File: src/design/kmc_pkg.sv
`default_nettype none
package kmc_pkg;

  localparam int MAX_VERTICES_DEF = 256;
  localparam int MAX_EDGES_DEF    = 1024;

  localparam logic [10:0] CUT_ALL_ONES = 11'h7FF;

  localparam logic [1:0] MODE_ADD   = 2'd0;
  localparam logic [1:0] MODE_DRAW  = 2'd1;
  localparam logic [1:0] MODE_CLEAR = 2'd2;

  localparam logic [1:0] ST_OK     = 2'd0;
  localparam logic [1:0] ST_REJECT = 2'd1;
  localparam logic [1:0] ST_EMPTY  = 2'd2;

  localparam logic CFG_VERTEX_COUNT = 1'b0;
  localparam logic CFG_RUN_LIMIT    = 1'b1;

  typedef enum logic [1:0] {
    UF_INIT,
    UF_FIND,
    UF_LINK
  } uf_op_t;

  typedef struct packed {
    logic   start;
    uf_op_t op;
  } uf_req_t;

  typedef enum logic [2:0] {
    U_IDLE,
    U_INIT,
    U_RD,
    U_CHK,
    U_CRD,
    U_CWT
  } uf_state_t;

  typedef enum logic [4:0] {
    S_IDLE,
    S_INIT_GO,
    S_INIT_WT,
    S_COPY_RD,
    S_COPY_WR,
    S_DECIDE,
    S_DIV,
    S_EDGE_RD,
    S_EDGE_WT,
    S_FA_GO,
    S_FA_WT,
    S_FB_GO,
    S_FB_WT,
    S_SHIFT_CHK,
    S_SHIFT_RD,
    S_SHIFT_WR,
    S_END,
    S_CUT_CHK,
    S_CUT_RD,
    S_CUT_WT,
    S_FIN,
    S_OUT
  } ctl_state_t;

endpackage
`default_nettype wire

File: src/design/kmc_uf.sv
`default_nettype none
module kmc_uf import kmc_pkg::*; #(
  parameter int MAX_VERTICES = MAX_VERTICES_DEF,
  parameter int VW           = $clog2(MAX_VERTICES)
) (
  input  wire logic          clk,
  input  wire logic          rst_n,
  input  wire uf_req_t       req,
  input  wire logic [VW-1:0] x,
  input  wire logic [VW-1:0] y,
  output logic               done,
  output logic [VW-1:0]      root
);

  logic [VW-1:0] parent_mem [MAX_VERTICES];
  logic [VW-1:0] rdata_r;

  uf_state_t     state_r, state_nxt;
  logic [VW-1:0] cur_r, cur_nxt;
  logic [VW-1:0] x_r, x_nxt;
  logic [VW-1:0] root_r, root_nxt;
  logic          done_r, done_nxt;
  logic          we;
  logic [VW-1:0] waddr, wdata;

  always_ff @(posedge clk) begin
    if (we) begin
      parent_mem[waddr] <= wdata;
    end
    rdata_r <= parent_mem[cur_r];
  end

  always_comb begin
    state_nxt = state_r;
    case (state_r)
      U_IDLE: begin
        if (req.start) begin
          case (req.op)
            UF_INIT: state_nxt = U_INIT;
            UF_FIND: state_nxt = U_RD;
            default: state_nxt = U_IDLE;
          endcase
        end
      end
      U_INIT: if (cur_r == VW'(MAX_VERTICES - 1)) state_nxt = U_IDLE;
      U_RD:   state_nxt = U_CHK;
      U_CHK: begin
        if (rdata_r == cur_r) begin
          state_nxt = (x_r == cur_r) ? U_IDLE : U_CRD;
        end else begin
          state_nxt = U_RD;
        end
      end
      U_CRD:  state_nxt = U_CWT;
      U_CWT:  if (rdata_r == root_r) state_nxt = U_IDLE;
                else state_nxt = U_CRD;
      default: state_nxt = U_IDLE;
    endcase
  end

  always_comb begin
    cur_nxt  = cur_r;
    x_nxt    = x_r;
    root_nxt = root_r;
    done_nxt = 1'b0;
    we       = 1'b0;
    waddr    = cur_r;
    wdata    = root_r;
    case (state_r)
      U_IDLE: begin
        if (req.start) begin
          case (req.op)
            UF_INIT: cur_nxt = '0;
            UF_FIND: begin
              cur_nxt = x;
              x_nxt   = x;
            end
            UF_LINK: begin
              we       = 1'b1;
              waddr    = x;
              wdata    = y;
              done_nxt = 1'b1;
            end
            default: ;
          endcase
        end
      end
      U_INIT: begin
        we    = 1'b1;
        wdata = cur_r;
        if (cur_r == VW'(MAX_VERTICES - 1)) done_nxt = 1'b1;
        else cur_nxt = cur_r + 1'b1;
      end
      U_CHK: begin
        if (rdata_r == cur_r) begin
          root_nxt = cur_r;
          cur_nxt  = x_r;
          if (x_r == cur_r) done_nxt = 1'b1;
        end else begin
          cur_nxt = rdata_r;
        end
      end
      U_CWT: begin
        // path compression: point this node straight at the root
        we      = 1'b1;
        cur_nxt = rdata_r;
        if (rdata_r == root_r) done_nxt = 1'b1;
      end
      default: ;
    endcase
  end

  always_ff @(posedge clk) begin
    if (!rst_n) begin
      state_r <= U_IDLE;
      done_r  <= 1'b0;
    end else begin
      state_r <= state_nxt;
      done_r  <= done_nxt;
    end
  end

  always_ff @(posedge clk) begin
    cur_r  <= cur_nxt;
    x_r    <= x_nxt;
    root_r <= root_nxt;
  end

  assign done = done_r;
  assign root = root_r;

endmodule
`default_nettype wire

File: config.mk
export PLATFORM = sky130hd
export DESIGN_NAME = kmc_uf
export DESIGN_NICKNAME = d
export VERILOG_FILES = /design/src/design/kmc_pkg.sv /design/src/design/kmc_uf.sv
export SDC_FILE = /design/constraint.sdc
export NUM_CORES = 2
export LEC_CHECK = 0
export BUFFER_PORTS_ARGS = -buffer_cell sky130_fd_sc_hd__buf_4
export CAP_MARGIN = 20
export CORE_MARGIN = 8
export CORE_UTILIZATION = 45
export CTS_CLUSTER_DIAMETER = 80
export DETAILED_ROUTE_END_ITERATION = 8
export PLACE_DENSITY_LB_ADDON = 0.08
export SETUP_SLACK_MARGIN = 0.1
export SLEW_MARGIN = 20
export SYNTH_ARGS = -nofsm -noshare
export SYNTH_HDL_FRONTEND = slang
export SYNTH_SLANG_ARGS = --single-unit
File: constraint.sdc
create_clock -name clk -period 17.95 [get_ports clk]
set_clock_uncertainty 0.05 [all_clocks]
set_input_delay 0.8975 -clock clk [delete_from_list [all_inputs] [get_ports clk]]
set_output_delay 0.8975 -clock clk [all_outputs]
set_load 0.05 [all_outputs]
==> results.yml <==
timing:
  finalCriticalPeriod_ns: 5.74
  drv_slew: 0
  hold_slack_ns: 0.259
  max_slew_margin: 0.188
  hold_violations: 0
  setup_tns_ns: 0
  rsz0062_at_grt: "false"
  max_freq_mhz: 174
  period_share: 0.320
  worst_pin_slew_ns: 1.22
  fin_ws_ns: 12.21
  finalSetupViolCount: 0
synthesis:
  yosysWarnings: 0
  synthesis.nets: 3954
  postSynthCellCount: 3932
  synth_seq_area_share: 0.770
  ys.flop_type: "edfxtp_1"
  synth.avg_cell_area_um2: 20.6
  synth-edff-count: 2072
  synth_seq_cells: 2084
  ys_async_sr_fraction: 0
  synthesis.area_um2: 81100
  yosysUniqueCellTypes: 62
finish:
  layout-drive-gt1-share: 0.222
  num_antenna_cells: 0
  num-nets-final: 4057
  utilization: 0.504
  area_delta_synth_final_pct: 11.9
clock_network:
  cts.sink_count: 2084
  cts_setup_buffers: 0
  clock_path_buffers: 3
  post_cts_resized: 0
  root_buffer: "clkbuf_16"
  clk_latency_ns: 0.85
  clk_pin_slew_ns: 0.06
  cts_tree: "built"
  ctsHtreeMaxLevel: 4
  postCtsHoldBufs: 0
  numCtsBuffers: 212
placed_design:
  dp_hpwl_um: 128000
  pre_cts_ws_ns: 12.18
  gp_congestion: 0.820
  port_buffers: 29
critical_path:
  rrSetupSlack_ns: 12.21
  critical_path_class: "flip-flop to flip-flop"
  r2r_cells: 8
  crit_arrival_ns: 6.21
  end_kind: "flip-flop"
  worstPathRequired_ns: 18.42
  rr_startpoint: "cur_r[0]"
  critPathMaxFanout: 93
  cp-start-kind: "flip-flop"
  r2r-end: "parent_mem[21][0]"
floorplan:
  core_area_um2: 180000
  dieWidth_um: 440
  rows: 156
  io_pins: 30
  start_util: 0.451
  dieArea_um2: 194000
  die_h_um: 440
power:
  p_per_area_nw_per_um2: 119
  p_switching_mw: 2.62
  p_seq_frac: 0.507
  swShare: 0.242
  max-vdd-ir-drop_mv: 0.0897
  leakagePower_nw: 27.7
  power.total_mw: 10.8
  p_clk_frac: 0.396
  combPwrFrac: 0.097
  intPower_mw: 8.20
routing:
  routed_wl_um: 215000
  viasPerCell: 6.05
  drtIter0Drc: 4439
  vias: 39844
  dr.pass1.iters: 7
  ant_nets: 0
  drc: 0
  avgRoutedWirePerCell_um: 32.7
global_route:
  grt_pass1_wl_um: 305000
  antenna_found_initial: 4
  track_usage: 0.219
  grt_pass1_vias: 40138
  grt_overflow_total: 0
  grt_max_degree: 205
hold_path:
  whs_path_depth: 1
  holdCritPathClass: "input pin to flip-flop"
  hp-start: "x[5]"
  holdPathEnd: "x_r[5]"
outcome:
  status: "completed"
job:
  maxCapViolations: 0
==> layer usage <==
layer  part of all wire  global-route usage  up-vias
met1               0.43               0.316    21481
met4              0.033              0.0678        0
li1                   -                   -    16655
met3              0.059              0.0356      334
met2               0.47               0.347     1374
met5                  0                   0        -
==> how the worst max path moves through the flow <==
stage,startpoint,endpoint,slack (ns)
floorplan,req[2],parent_mem[0][0],4.13
global placement,cur_r[0],rdata_r[5],11.65
detailed placement,cur_r[0],parent_mem[28][0],12.18
CTS,cur_r[0],parent_mem[28][0],12.15
global route,cur_r[0],parent_mem[28][0],11.78
finish,cur_r[0],parent_mem[21][0],12.21
==> power groups by stage <==
stage	sequential (mW)	combinational (mW)	clock [mW]
after global routing	5.48	1.11	4.54
after global placement	5.59	1.05	0
after detailed placement	5.59	1.06	0
after CTS	5.48	1.06	4.37
final	5.48	1.05	4.29
after floorplan	5.62	0.659	0
==> stage by stage <==
stage | instances | area [um^2]
floorplan | 3932 | 81100
global placement | 6187 | 83900
detailed placement | 6190 | 84000
CTS | 6588 | 90700
global route | 6589 | 90800
finish | 6589 | 90800
==> flip-flops by register name, summed over array words and instances, names as in the netlist <==
name / count
done: 1
parent_mem: 2048
state_r: 3
cur_r: 8
x_r: 8
root: 8
rdata_r: 8
==> cells in the mapped netlist (all sizes together), types with 7 or more instances <==
| cell | instances | area, um^2 |
|---|---|---|
| a22oi | 163 | 1220 |
| mux2 | 21 | 236 |
| or3 | 7 | 48.8 |
| nor4 | 18 | 113 |
| buf | 140 | 915 |
| a221oi | 12 | 105 |
| nand3 | 24 | 120 |
| or2 | 8 | 50.1 |
| nand2 | 90 | 338 |
| o221ai | 39 | 342 |
| a22o | 28 | 245 |
| edfxtp | 2072 | 62200 |
| nor2b | 16 | 100 |
| mux2i | 109 | 1090 |
| mux4 | 451 | 10200 |
| xor2 | 10 | 87.6 |
| nor3 | 29 | 145 |
| a21oi | 108 | 541 |
| xnor2 | 20 | 175 |
| clkbuf | 94 | 353 |
| o31ai | 8 | 60.1 |
| dfxtp | 12 | 240 |
| o21ai | 56 | 280 |
| nand2b | 12 | 75.1 |
| o22ai | 22 | 138 |
| nor2 | 283 | 1060 |
==> critical path, stage by stage, from the launching register on <==
cell      delay [ns]
edfxtp_1        0.34
buf_4           0.63
buf_12          0.63
buf_4           0.79
mux2i_1         0.26
o21ai_4         0.19
buf_4           0.62
buf_4           0.78
buf_4           0.76
==> logic make-up after synthesis <==
group	after synthesis	synth area share
AND/OR/NAND/NOR	518	0.0281
AO/OA/AOI/OAI	478	0.0407
adder cells (fa/ha/maj)	1	0.000154
multiplexers	581	0.142
XOR/XNOR	30	0.00324
buffers and inverters	240	0.0159
flip-flops	2084	0.770
==> final cells by class <==
class                      count  area (um^2)
timing repair buffer         123         1000
fill                       14486        89200
inverter                       6         22.5
clock buffer                 258         5500
tap                         2370         2970
clock inverter               140         1250
multi-input combinational   1608        17600
sequential                  2084        62500
==> cells in the final DEF, fill, tap and decap left out, types with 45 or more instances in the layout <==
master     netlist  final
a21oi_1        108    108
a22oi_1        163    163
buf_4           30    116
clkbuf_16        0    212
clkinv_1         2     62
clkinv_2         0     45
edfxtp_1      2072   2072
mux2i_1        109    109
mux4_2         451    451
nand2_1         90     83
nor2_1         282    274
o21ai_0         49     48
Power figures use the tool's default switching activity.
